===== src/rtl/oldq_pkg.sv =====
// Package for the oldest-first priority queue.
// Holds the entry type, request modes and result status codes; no dependencies.
`default_nettype none

package oldq_pkg;

    localparam int ID_W      = 16;
    localparam int AGE_W     = 7;
    localparam int DEST_W    = 8;
    localparam int STATION_W = 8;
    localparam int STATUS_W  = 3;
    localparam int MODE_W    = 2;
    localparam int OCC_W     = 5;

    localparam logic [MODE_W-1:0] MODE_ADD  = 2'd0;
    localparam logic [MODE_W-1:0] MODE_POP  = 2'd1;
    localparam logic [MODE_W-1:0] MODE_LIST = 2'd2;

    localparam logic [STATUS_W-1:0] ST_ADDED      = 3'd0;
    localparam logic [STATUS_W-1:0] ST_DISPATCHED = 3'd1;
    localparam logic [STATUS_W-1:0] ST_LISTED     = 3'd2;
    localparam logic [STATUS_W-1:0] ST_EMPTY      = 3'd3;
    localparam logic [STATUS_W-1:0] ST_FULL       = 3'd4;

    typedef struct packed {
        logic [ID_W-1:0]   id;
        logic [AGE_W-1:0]  age;
        logic [DEST_W-1:0] dest;
    } t_entry;

    localparam int ENTRY_W = $bits(t_entry);

endpackage

`default_nettype wire


===== src/rtl/oldq_ram.sv =====
// Generic simple dual-port RAM with one write port and one registered read port.
// No dependencies.
`default_nettype none

module oldq_ram #(
    parameter int WIDTH = 31,
    parameter int DEPTH = 16
) (
    input  wire logic                     i_clk,
    input  wire logic                     i_we,
    input  wire logic [$clog2(DEPTH)-1:0] i_waddr,
    input  wire logic [WIDTH-1:0]         i_wdata,
    input  wire logic [$clog2(DEPTH)-1:0] i_raddr,
    output logic      [WIDTH-1:0]         o_rdata
);

    logic [WIDTH-1:0] r_mem [DEPTH];

    always_ff @(posedge i_clk) begin
        if (i_we) begin
            r_mem[i_waddr] <= i_wdata;
        end
        o_rdata <= r_mem[i_raddr];
    end

endmodule

`default_nettype wire


===== src/rtl/oldest_first_priority_queue_unit.sv =====
// Top level of the oldest-first priority queue.
// Depends on oldq_pkg and oldq_ram.
`default_nettype none

// An add request completes in the cycle it is taken, so adds can arrive every cycle while the
// unit is idle; its result appears in the next cycle. A pop reads every held entry through the
// single RAM read port to find the oldest one, then closes up the entries behind it one per
// cycle. A list request gives one result per cycle after the registered RAM read. A pop or
// list on an empty queue is answered in the next cycle without the unit going busy. Results
// are strobed for a single cycle and cannot be held off by the receiver.
module oldest_first_priority_queue_unit #(
    parameter int QUEUE_DEPTH = 16
) (
    input  wire logic                          i_clk,
    input  wire logic                          i_rst_n,
    input  wire logic                          start,
    output logic                               busy,
    input  wire logic [oldq_pkg::MODE_W-1:0]   i_mode,
    input  wire logic [oldq_pkg::ID_W-1:0]     i_entry_id,
    input  wire logic [oldq_pkg::AGE_W-1:0]    i_age_key,
    input  wire logic [oldq_pkg::DEST_W-1:0]   i_dest_code,
    input  wire logic                          i_cfg_we,
    input  wire logic [oldq_pkg::STATION_W-1:0] i_cfg_wdata,
    output logic                               o_valid,
    output logic [oldq_pkg::STATUS_W-1:0]      o_status,
    output logic [oldq_pkg::ID_W-1:0]          o_out_id,
    output logic [oldq_pkg::AGE_W-1:0]         o_out_age,
    output logic [oldq_pkg::DEST_W-1:0]        o_out_dest,
    output logic [oldq_pkg::STATION_W-1:0]     o_out_station,
    output logic [oldq_pkg::OCC_W-1:0]         o_occupancy,
    output logic                               o_last
);

    localparam int AW = $clog2(QUEUE_DEPTH);
    localparam int CW = $clog2(QUEUE_DEPTH + 1);
    localparam logic [CW-1:0] DEPTH_C = CW'(QUEUE_DEPTH);
    localparam logic [CW-1:0] ONE_C   = CW'(1);

    localparam logic [1:0] S_IDLE  = 2'd0;
    localparam logic [1:0] S_LIST  = 2'd1;
    localparam logic [1:0] S_SCAN  = 2'd2;
    localparam logic [1:0] S_SHIFT = 2'd3;

    logic [1:0]                          r_state, n_state;
    logic [CW-1:0]                       r_count, n_count;
    logic [CW-1:0]                       r_idx, n_idx;
    logic                                r_pend, n_pend;
    logic [AW-1:0]                       r_pend_idx, n_pend_idx;
    oldq_pkg::t_entry                    r_best, n_best;
    logic [AW-1:0]                       r_best_idx, n_best_idx;
    logic [oldq_pkg::STATION_W-1:0]      r_station;

    logic                                r_valid, n_valid;
    logic [oldq_pkg::STATUS_W-1:0]       r_status, n_status;
    logic [oldq_pkg::ID_W-1:0]           r_id, n_id;
    logic [oldq_pkg::AGE_W-1:0]          r_age, n_age;
    logic [oldq_pkg::DEST_W-1:0]         r_dest, n_dest;
    logic [oldq_pkg::STATION_W-1:0]      r_stat_out, n_stat_out;
    logic [oldq_pkg::OCC_W-1:0]          r_occ, n_occ;
    logic                                r_last, n_last;

    logic                                wr_en;
    logic [AW-1:0]                       wr_addr;
    oldq_pkg::t_entry                    wr_data;
    logic [AW-1:0]                       rd_addr;
    oldq_pkg::t_entry                    rd_data;

    logic                                pend_last;
    logic                                better;
    logic [CW-1:0]                       idx_next;

    oldq_ram #(
        .WIDTH (oldq_pkg::ENTRY_W),
        .DEPTH (QUEUE_DEPTH)
    ) u_slot_ram (
        .i_clk   (i_clk),
        .i_we    (wr_en),
        .i_waddr (wr_addr),
        .i_wdata (wr_data),
        .i_raddr (rd_addr),
        .o_rdata (rd_data)
    );

    assign pend_last = (CW'(r_pend_idx) == (r_count - ONE_C));
    assign better    = (r_pend_idx == '0) || (rd_data.age > r_best.age);
    assign idx_next  = r_idx + ONE_C;

    always_comb begin
        n_state    = r_state;
        n_count    = r_count;
        n_idx      = r_idx;
        n_pend     = 1'b0;
        n_pend_idx = r_pend_idx;
        n_best     = r_best;
        n_best_idx = r_best_idx;

        n_valid    = 1'b0;
        n_status   = oldq_pkg::ST_ADDED;
        n_id       = '0;
        n_age      = '0;
        n_dest     = '0;
        n_stat_out = '0;
        n_occ      = oldq_pkg::OCC_W'(r_count);
        n_last     = 1'b1;

        wr_en      = 1'b0;
        wr_addr    = r_count[AW-1:0];
        wr_data    = '{id: i_entry_id, age: i_age_key, dest: i_dest_code};
        rd_addr    = r_idx[AW-1:0];

        case (r_state)
            S_IDLE: begin
                if (start) begin
                    case (i_mode)
                        oldq_pkg::MODE_ADD: begin
                            n_valid = 1'b1;
                            if (r_count == DEPTH_C) begin
                                n_status = oldq_pkg::ST_FULL;
                            end else begin
                                wr_en    = 1'b1;
                                n_count  = r_count + ONE_C;
                                n_status = oldq_pkg::ST_ADDED;
                                n_occ    = oldq_pkg::OCC_W'(r_count + ONE_C);
                            end
                        end
                        oldq_pkg::MODE_POP, oldq_pkg::MODE_LIST: begin
                            if (r_count == '0) begin
                                n_valid  = 1'b1;
                                n_status = oldq_pkg::ST_EMPTY;
                            end else begin
                                n_idx   = '0;
                                n_state = (i_mode == oldq_pkg::MODE_POP) ? S_SCAN : S_LIST;
                            end
                        end
                        default: begin
                        end
                    endcase
                end
            end
            S_LIST, S_SCAN: begin
                if (r_idx < r_count) begin
                    n_pend     = 1'b1;
                    n_pend_idx = r_idx[AW-1:0];
                    n_idx      = idx_next;
                end
                if (r_pend) begin
                    if (r_state == S_LIST) begin
                        n_valid  = 1'b1;
                        n_status = oldq_pkg::ST_LISTED;
                        n_id     = rd_data.id;
                        n_age    = rd_data.age;
                        n_last   = pend_last;
                        if (pend_last) begin
                            n_state = S_IDLE;
                        end
                    end else begin
                        if (better) begin
                            n_best     = rd_data;
                            n_best_idx = r_pend_idx;
                        end
                        if (pend_last) begin
                            n_state = S_SHIFT;
                            n_idx   = better ? CW'(r_pend_idx) : CW'(r_best_idx);
                        end
                    end
                end
            end
            S_SHIFT: begin
                if (idx_next < r_count) begin
                    rd_addr    = idx_next[AW-1:0];
                    n_pend     = 1'b1;
                    n_pend_idx = r_idx[AW-1:0];
                    n_idx      = idx_next;
                end
                if (r_pend) begin
                    wr_en   = 1'b1;
                    wr_addr = r_pend_idx;
                    wr_data = rd_data;
                end
                if (!(idx_next < r_count) && !r_pend) begin
                    n_valid    = 1'b1;
                    n_status   = oldq_pkg::ST_DISPATCHED;
                    n_id       = r_best.id;
                    n_age      = r_best.age;
                    n_dest     = r_best.dest;
                    n_stat_out = r_station;
                    n_count    = r_count - ONE_C;
                    n_occ      = oldq_pkg::OCC_W'(r_count - ONE_C);
                    n_state    = S_IDLE;
                end
            end
            default: begin
                n_state = S_IDLE;
            end
        endcase
    end

    always_ff @(posedge i_clk) begin
        if (!i_rst_n) begin
            r_state   <= S_IDLE;
            r_count   <= '0;
            r_idx     <= '0;
            r_pend    <= 1'b0;
            r_valid   <= 1'b0;
            r_station <= oldq_pkg::STATION_W'(65);
        end else begin
            r_state <= n_state;
            r_count <= n_count;
            r_idx   <= n_idx;
            r_pend  <= n_pend;
            r_valid <= n_valid;
            if (i_cfg_we) begin
                r_station <= i_cfg_wdata;
            end
        end
    end

    always_ff @(posedge i_clk) begin
        r_pend_idx <= n_pend_idx;
        r_best     <= n_best;
        r_best_idx <= n_best_idx;
        r_status   <= n_status;
        r_id       <= n_id;
        r_age      <= n_age;
        r_dest     <= n_dest;
        r_stat_out <= n_stat_out;
        r_occ      <= n_occ;
        r_last     <= n_last;
    end

    assign busy          = (r_state != S_IDLE);
    assign o_valid       = r_valid;
    assign o_status      = r_status;
    assign o_out_id      = r_id;
    assign o_out_age     = r_age;
    assign o_out_dest    = r_dest;
    assign o_out_station = r_stat_out;
    assign o_occupancy   = r_occ;
    assign o_last        = r_last;

endmodule

`default_nettype wire

===== config.mk =====
export PLATFORM = sky130hd
export DESIGN_NAME = oldest_first_priority_queue_unit
export DESIGN_NICKNAME = d
export VERILOG_FILES = /design/src/rtl/oldq_pkg.sv /design/src/rtl/oldq_ram.sv /design/src/rtl/oldest_first_priority_queue_unit.sv
export SDC_FILE = /design/constraint.sdc
export NUM_CORES = 1
export LEC_CHECK = 0
export ABC_AREA = 1
export BUFFER_PORTS_ARGS = -buffer_cell sky130_fd_sc_hd__buf_2
export CORE_UTILIZATION = 55
export CTS_CLUSTER_SIZE = 25
export DETAILED_ROUTE_END_ITERATION = 6
export HOLD_SLACK_MARGIN = 0.05
export PLACE_DENSITY = 0.76
export SETUP_SLACK_MARGIN = 0.3
export SLEW_MARGIN = 15
export SYNTH_ARGS = -nofsm -noshare
export SYNTH_HDL_FRONTEND = slang
export SYNTH_SLANG_ARGS = --single-unit

===== constraint.sdc =====
create_clock -name i_clk -period 8.9 [get_ports i_clk]
set_input_delay 0.89 -clock i_clk [delete_from_list [all_inputs] [get_ports i_clk]]
set_output_delay 0.89 -clock i_clk [all_outputs]
set_load 0.005 [all_outputs]

==> results.sh, run 1 <==
export IMPL_dr_first_iter_drc_count=2183
export IMPL_place_detailed_hpwl_um=33500
export IMPL_synth_warnings=0
export IMPL_wirelength_um=65400
export IMPL_fin_tns_setup_ps=0
export IMPL_crit_start="r_idx[0]$_SDFFE_PN0P_"
export IMPL_drive_gt1_share_pct=10.8
export IMPL_crit_required_ps=9410
export IMPL_holdCritPathClass="register to register"
export IMPL_maxSlewHeadroom_pct=29.9
export IMPL_cts_tree="done"
export IMPL_powerDensity_nw_per_um2=266
export IMPL_grt_overflow_total=0
export IMPL_first_pass_iters=6
export IMPL_clkTransAtPathRegs_ps=60
export IMPL_hold_path_startpoint="u_slot_ram.o_rdata[3]$_DFF_P_"
export IMPL_antenna_found_initial=2
export IMPL_postCtsSetupBuffers=0
export IMPL_ir_worst_vdd_uv=170
export IMPL_ys_ff_latch=636
export IMPL_dp_cells=3073
export IMPL_synth_fp_nets=2528
export IMPL_final_min_clock_period_ps=4960
export IMPL_clockRootBuffer="clkbuf_16"
export IMPL_gp_congestion=0.858
export IMPL_setup_viol=0
export IMPL_end_kind="register"
export IMPL_viasPerCell=5.84
export IMPL_syn_area_um2=26400
export IMPL_r2r_end="u_slot_ram.o_rdata[17]$_DFF_P_"
export IMPL_yosysUniqueCellTypes=37
export IMPL_final_cell_mix="nand2_1 (830), edfxtp_1 (535), nand3_1 (445)"
export IMPL_grt_max_degree=136
export IMPL_status="complete, no violations"
export IMPL_r2r_slack_ps=3940
export IMPL_fmax_mhz=201
export IMPL_mostFrequentLayoutCell="nand2_1"
export IMPL_power_leakage_nw=11.6
export IMPL_clock_latency_ps=620
export IMPL_r2r_worst_path_cells=17
export IMPL_fp_coreArea_um2=47000
export IMPL_cts_sinks=636
export IMPL_fin_skew_ps=17.5
export IMPL_die_area_um2=48900
export IMPL_final_hold_violation_count=0
export IMPL_postRouteAntennaNets=0
export IMPL_holdWs_ps=423
export IMPL_synthCells=2458
export IMPL_postSynth_asyncResetShare_pct=0
export IMPL_syn_avg_cell_area_um2=10.7
export IMPL_vias=18600
export IMPL_grt_pass1_vias=17900
export IMPL_ys_seq_area_share_pct=68.5
export IMPL_ys_flop_type="edfxtp_1"
export IMPL_grt_pass1_wl_um=100000
export IMPL_start_util_pct=56.2
export IMPL_cts_max_path_buffers=3
export IMPL_slew_viol_final=0
export IMPL_cts_hold_buffers=0
export IMPL_row_count=79
export IMPL_num_nets_final=2598
export IMPL_synth_edf_count=535
export IMPL_final_cells=3185
export IMPL_rsz0062_at_grt="false"
export IMPL_post_cts_resize_count=0
export IMPL_syn2layout_area_growth_pct=11.7
export IMPL_die_w_um=221
export IMPL_pin_count=95
export IMPL_worst_pin_slew_ps=1050
export IMPL_wl_per_cell_um=20.5
export IMPL_numCtsBuffers=59
export IMPL_min_path_cells=0
export IMPL_critPathMaxFanout=135
export IMPL_die_h_um=221
export IMPL_start_kind="register"
export IMPL_worstReg2RegStart="r_idx[0]$_SDFFE_PN0P_"
export IMPL_drv_cap=0
export IMPL_hold_end="r_best[3]$_DFFE_PP_"
export IMPL_period_share_pct=55.8
export IMPL_portBuffers=94
export IMPL_crit_arrival_ps=5480
export IMPL_drcViolationCount=0
export IMPL_htree_num_levels=2
export IMPL_crit_type="register to register"
export IMPL_grt_total_usage_pct=26.7
cells by family after synthesis:
| family | after synthesis | synth area share, % |
|---|---|---|
| xor gates and xnor gates | 5 | 0.166 |
| AOI/OAI and AO/OA | 157 | 3.43 |
| DFF | 636 | 68.5 |
| adders and majority gates | 25 | 1.19 |
| buffers and inverters | 273 | 4.67 |
| muxes | 8 | 0.341 |
| and+or+nand+nor | 1354 | 21.7 |
worst max-delay path, cell delays in order, from the launching register on:
cell and delay (ps):
dfxtp_1 580, ha_1 270, xor2_1 340, ha_1 330, nand2_1 70, inv_1 40
o21ai_2 180, nand4_4 210, nand2_8 680, nand2_8 610, buf_4 530, buf_12 290
nand2_1 100, nand2_1 60, nand2_1 70, nand3_1 100, nand3_1 140, nand2_1 70
sequential cells by signal (all words and copies together), names as in the netlist:
signal and flops:
o_last 1, o_occupancy 5, o_out_age 7, o_out_dest 8
o_out_id 16, o_out_station 8, o_status 3, o_valid 1
r_best 31, r_best_idx 4, r_count 5, r_idx 5
r_pend 1, r_pend_idx 4, r_state 2, r_station 8
u_slot_ram.o_rdata 31, u_slot_ram.r_mem 496
how the worst max path moves through the flow:
stage	end	slack (ps)	cells past startpoint
detailed placement	u_slot_ram.o_rdata[25]$_DFF_P_	3960	17
global placement	u_slot_ram.o_rdata[14]$_DFF_P_	4120	17
finish	u_slot_ram.o_rdata[17]$_DFF_P_	3940	17
floorplan	u_slot_ram.r_mem[0][0]$_DFFE_PP_	5300	10
global route	u_slot_ram.o_rdata[14]$_DFF_P_	3650	17
CTS	u_slot_ram.o_rdata[23]$_DFF_P_	3930	16
Yosys cell counts, types with 3 or more instances:
cell	number	area, um^2
ha_1	25	313
inv_2	6	22.5
nand3_1	445	2230
nand2_1	831	3120
a21oi_1	34	170
buf_1	10	37.5
buf_2	72	360
buf_6	5	56.3
edfxtp_1	535	16100
nor2_1	57	214
o21ai_0	74	370
mux2_2	8	90.1
clkbuf_1	34	128
xor2_1	5	43.8
dfxtp_1	101	2020
o211ai_1	32	240
nand3b_1	3	22.5
buf_4	21	158
nor3_1	3	15.0
inv_1	124	465
nand4_1	7	43.8
o22ai_1	7	43.8
power by group:
part | switching, W | internal (W) | total (W)
Clock | 0.00107 | 0.00147 | 0.00255
Combinational | 0.00123 | 0.000527 | 0.00176
Sequential | 0.000115 | 0.00342 | 0.00353
Total | 0.00242 | 0.00541 | 0.00784
layout make-up:
cell class | instances | area [um^2]
Sequential cell | 636 | 18100
Fill cell | 3459 | 17500
Multi-Input combinational cell | 1549 | 7260
Clock buffer | 81 | 1650
Timing Repair Buffer | 151 | 911
Tap cell | 607 | 759
Inverter | 131 | 494
Clock inverter | 29 | 303
Antenna cell | 1 | 2.50
layer usage:
layer,up-vias,track usage (%),share of wire (%)
met5,-,0,0.018
met4,2,10.1,3.3
met3,191,4.33,9.6
met2,1017,45.2,49
met1,8815,34.6,38
li1,8563,-,-
metrics by stage:
step	power (W)	area (um^2)	utilization (%)	setup slack [ps]
2_1_floorplan	0.00484	26400	-	5300
3_3_place_gp	0.00526	27500	58.5	4120
3_5_place_dp	0.00531	27500	58.5	3960
4_1_cts	0.00784	29400	62.7	3930
5_1_grt	0.00819	29500	62.8	3650
6_report	0.00784	29500	62.8	3940
(Power assumes the default switching activity.)
==> run 2: changes to the inputs <==
ABC_AREA = 0   (was 1)
clock period = 4.73 ns   (was 8.9 ns; I/O delays follow)
==> results.sh, run 2 <==
export IMPL_dr_first_iter_drc_count=2487
export IMPL_drv_cap=0
export IMPL_r2r_worst_path_cells=11
export IMPL_antenna_found_initial=0
export IMPL_post_dp_cell_area_um2=29700
export IMPL_swShare_pct=22.8
export IMPL_synth_fp_nets=2055
export IMPL_syn2layout_area_growth_pct=12.2
export IMPL_fin_skew_ps=31.6
export IMPL_final_util_pct=62.9
export IMPL_final_area_um2=31700
export IMPL_end_kind="register"
export IMPL_crit_required_ps=5220
export IMPL_synthCells=1985
export IMPL_synth_warnings=0
export IMPL_yosysMostFrequentCell="edfxtp_1"
export IMPL_n_antenna_cell=0
export IMPL_maxSlewHeadroom_pct=1.85
export IMPL_clkTransAtPathRegs_ps=70
export IMPL_cts_sinks=636
export IMPL_clkPwrFrac_pct=41.1
export IMPL_fillCellCount=3617
export IMPL_pin_count=95
export IMPL_clockRootBuffer="clkbuf_16"
export IMPL_numCtsBuffers=60
export IMPL_final_cell_mix="edfxtp_1 (535), mux2i_1 (261), nand2_1 (144)"
export IMPL_start_util_pct=56.0
export IMPL_rsz0062_at_grt="false"
export IMPL_largest_register="u_slot_ram.r_mem"
export IMPL_holdCritPathClass="input pin to register"
export IMPL_crit_end="u_slot_ram.o_rdata[14]$_DFF_P_"
export IMPL_grt_max_degree=139
export IMPL_power_switching_w=0.00278
export IMPL_slew_viol_final=0
export IMPL_synth_top_cells_by_area="edfxtp_1 (57%), mux2i_1 (9.3%), dfxtp_1 (7.2%)"
export IMPL_grt_pass1_vias=18500
export IMPL_ys_seq_area_share_pct=64.0
export IMPL_grt_total_usage_pct=27.9
export IMPL_vias=18800
export IMPL_first_pass_iters=7
export IMPL_postSynth_asyncResetShare_pct=0
export IMPL_portBuffers=94
export IMPL_powerDensity_nw_per_um2=385
export IMPL_drive_gt1_share_pct=16.8
export IMPL_internal_power_w=0.00942
export IMPL_num_nets_final=2127
export IMPL_start_kind="register"
export IMPL_place_detailed_hpwl_um=42800
export IMPL_worst_pin_slew_ps=1470
export IMPL_critPathMaxFanout=17
export IMPL_pwr_share_comb_pct=7.1
export IMPL_reg_top3="u_slot_ram.r_mem (496), r_best (31), u_slot_ram.o_rdata (31)"
export IMPL_synth_common_cells="edfxtp_1 (535), mux2i_1 (262), nand2_1 (145)"
export IMPL_clock_latency_ps=650
export IMPL_r2r_end="u_slot_ram.o_rdata[14]$_DFF_P_"
export IMPL_postRouteAntennaNets=0
export IMPL_crit_arrival_ps=4660
export IMPL_htree_num_levels=2
export IMPL_power_sequential_fraction_pct=51.9
export IMPL_wl_per_cell_um=26.3
export IMPL_final_hold_violation_count=0
export IMPL_crit_type="register to register"
export IMPL_period_share_pct=88.2
export IMPL_fp_coreArea_um2=50500
export IMPL_mostFrequentLayoutCell="edfxtp_1"
export IMPL_grt_overflow_total=0
export IMPL_syn_avg_cell_area_um2=14.2
export IMPL_largest_register_ffs=496
export IMPL_ys_ff_latch=636
export IMPL_gp_congestion=0.898
export IMPL_status="finished with violations"
export IMPL_post_cts_resize_count=0
export IMPL_die_area_um2=52300
export IMPL_r2r_slack_ps=560
export IMPL_cts_tree="done"
export IMPL_fin_tns_setup_ps=0
export IMPL_wirelength_um=73200
export IMPL_ys_flop_type="edfxtp_1"
export IMPL_worstReg2RegStart="r_idx[3]$_SDFFE_PN0P_"
export IMPL_yosys_area_top_type_share_pct=56.8
export IMPL_violations="DRC"
export IMPL_fmax_mhz=240
export IMPL_yosysTopAreaCell="edfxtp_1"
export IMPL_grt_pass1_wl_um=111000
export IMPL_syn_area_um2=28300
export IMPL_setup_viol=0
export IMPL_cts_max_path_buffers=3
export IMPL_ir_worst_vdd_uv=304
export IMPL_yosysUniqueCellTypes=76
export IMPL_die_h_um=229
export IMPL_drcViolationCount=2
export IMPL_final_min_clock_period_ps=4170
export IMPL_row_count=82
export IMPL_viasPerCell=6.76
export IMPL_synth_edf_count=535
export IMPL_die_w_um=229
export IMPL_power_leakage_nw=10.2
export IMPL_postCtsSetupBuffers=0
export IMPL_crit_start="r_idx[3]$_SDFFE_PN0P_"
==> run 2: cell types whose count changed in the layout (fill, tap and decap cells not counted), sizes merged, moves of 43 or more <==
cell and change:
mux2i +262, o221ai +62, nand3 -428, inv -99
o22ai +128, mux4 +61, nand2 -689, nor2 +43
==> run 2: area by class of cell <==
cell class | instances | area [um^2] | share of cell area, %
clock buffers | 75 | 1640 | 5.17
clock inverters | 39 | 420 | 1.33
inverters | 34 | 129 | 0.406
multi-input cells | 1174 | 9590 | 30.2
flip-flops and latches | 636 | 18100 | 57.0
well taps | 672 | 841 | 2.65
repair buffers | 151 | 1010 | 3.19
==> run 2: per-layer routing <==
layer / routed length, um / track usage [%] / part of all wire [%] / vias up
met5: 0 / 0 / 0 / -
met4: 3100 / 12.0 / 4.2 / 0
met3: 7190 / 5.56 / 9.8 / 209
met2: 35100 / 45.5 / 48 / 1147
met1: 27800 / 36.5 / 38 / 9362
li1: - / - / - / 8080
==> run 2: worst min path at each step <==
stage | to | cells past startpoint | from | slack, ps
final | r_station[6]$_SDFFE_PN1P_ | 3 | i_cfg_wdata[6] | 90
after detailed placement | o_out_dest[5]$_SDFF_PN0_ | 1 | r_best[5]$_DFFE_PP_ | 430
after global routing | r_station[6]$_SDFFE_PN1P_ | 3 | i_cfg_wdata[6] | 70
after floorplan | r_best[0]$_DFFE_PP_ | 0 | u_slot_ram.o_rdata[0]$_DFF_P_ | 410
after global placement | r_best[5]$_DFFE_PP_ | 0 | u_slot_ram.o_rdata[5]$_DFF_P_ | 430
after CTS | r_station[6]$_SDFFE_PN1P_ | 3 | i_cfg_wdata[6] | 50
==> run 2: worst max-delay path, stage by stage (launching register included) <==
cell and delay [ps]:
dfxtp_1 700, nand3_1 170, xnor2_1 230, ha_1 410
nand2_1 180, and2_1 290, o21ai_4 270, o21ai_1 420
and3_1 600, buf_4 460, o21bai_1 170, o211ai_1 120
==> run 2: power groups by stage <==
stage	Combinational, W	Clock [W]	Sequential [W]
2_1_floorplan	0.000582	0	0.00639
3_3_place_gp	0.000814	0	0.00644
3_5_place_dp	0.000840	0	0.00644
4_1_cts	0.000848	0.00504	0.00632
5_1_grt	0.000930	0.00525	0.00634
6_report	0.000863	0.00501	0.00633
==> run 2: kinds of logic after synthesis <==
group                    Yosys count  share of synthesized area [%]
buffers and inverters            175                           2.75
AO/OA/AOI/OAI                    458                           11.9
flip-flops                       636                           64.0
adder cells (fa/ha/maj)           25                           1.11
multiplexers                     328                           14.3
XOR/XNOR                          10                          0.310
AND/OR/NAND/NOR                  353                           5.62
==> run 2: through the flow <==
stage               hold slack [ps]  total power, W  setup slack, ps  std cells
floorplan                       408         0.00697              868       1985
global placement                428         0.00725              855       2666
detailed placement              432         0.00728              697       2666
CTS                            53.3          0.0122              675       2781
global route                   67.6          0.0125              327       2781
finish                         87.1          0.0122              558       2781
==> run 2: what timing repair did <==
item                                    4_1_cts  5_1_grt
hold buffers                                  1        0
endpoints found under the setup margin        0        0
endpoints found under the hold margin         1        0
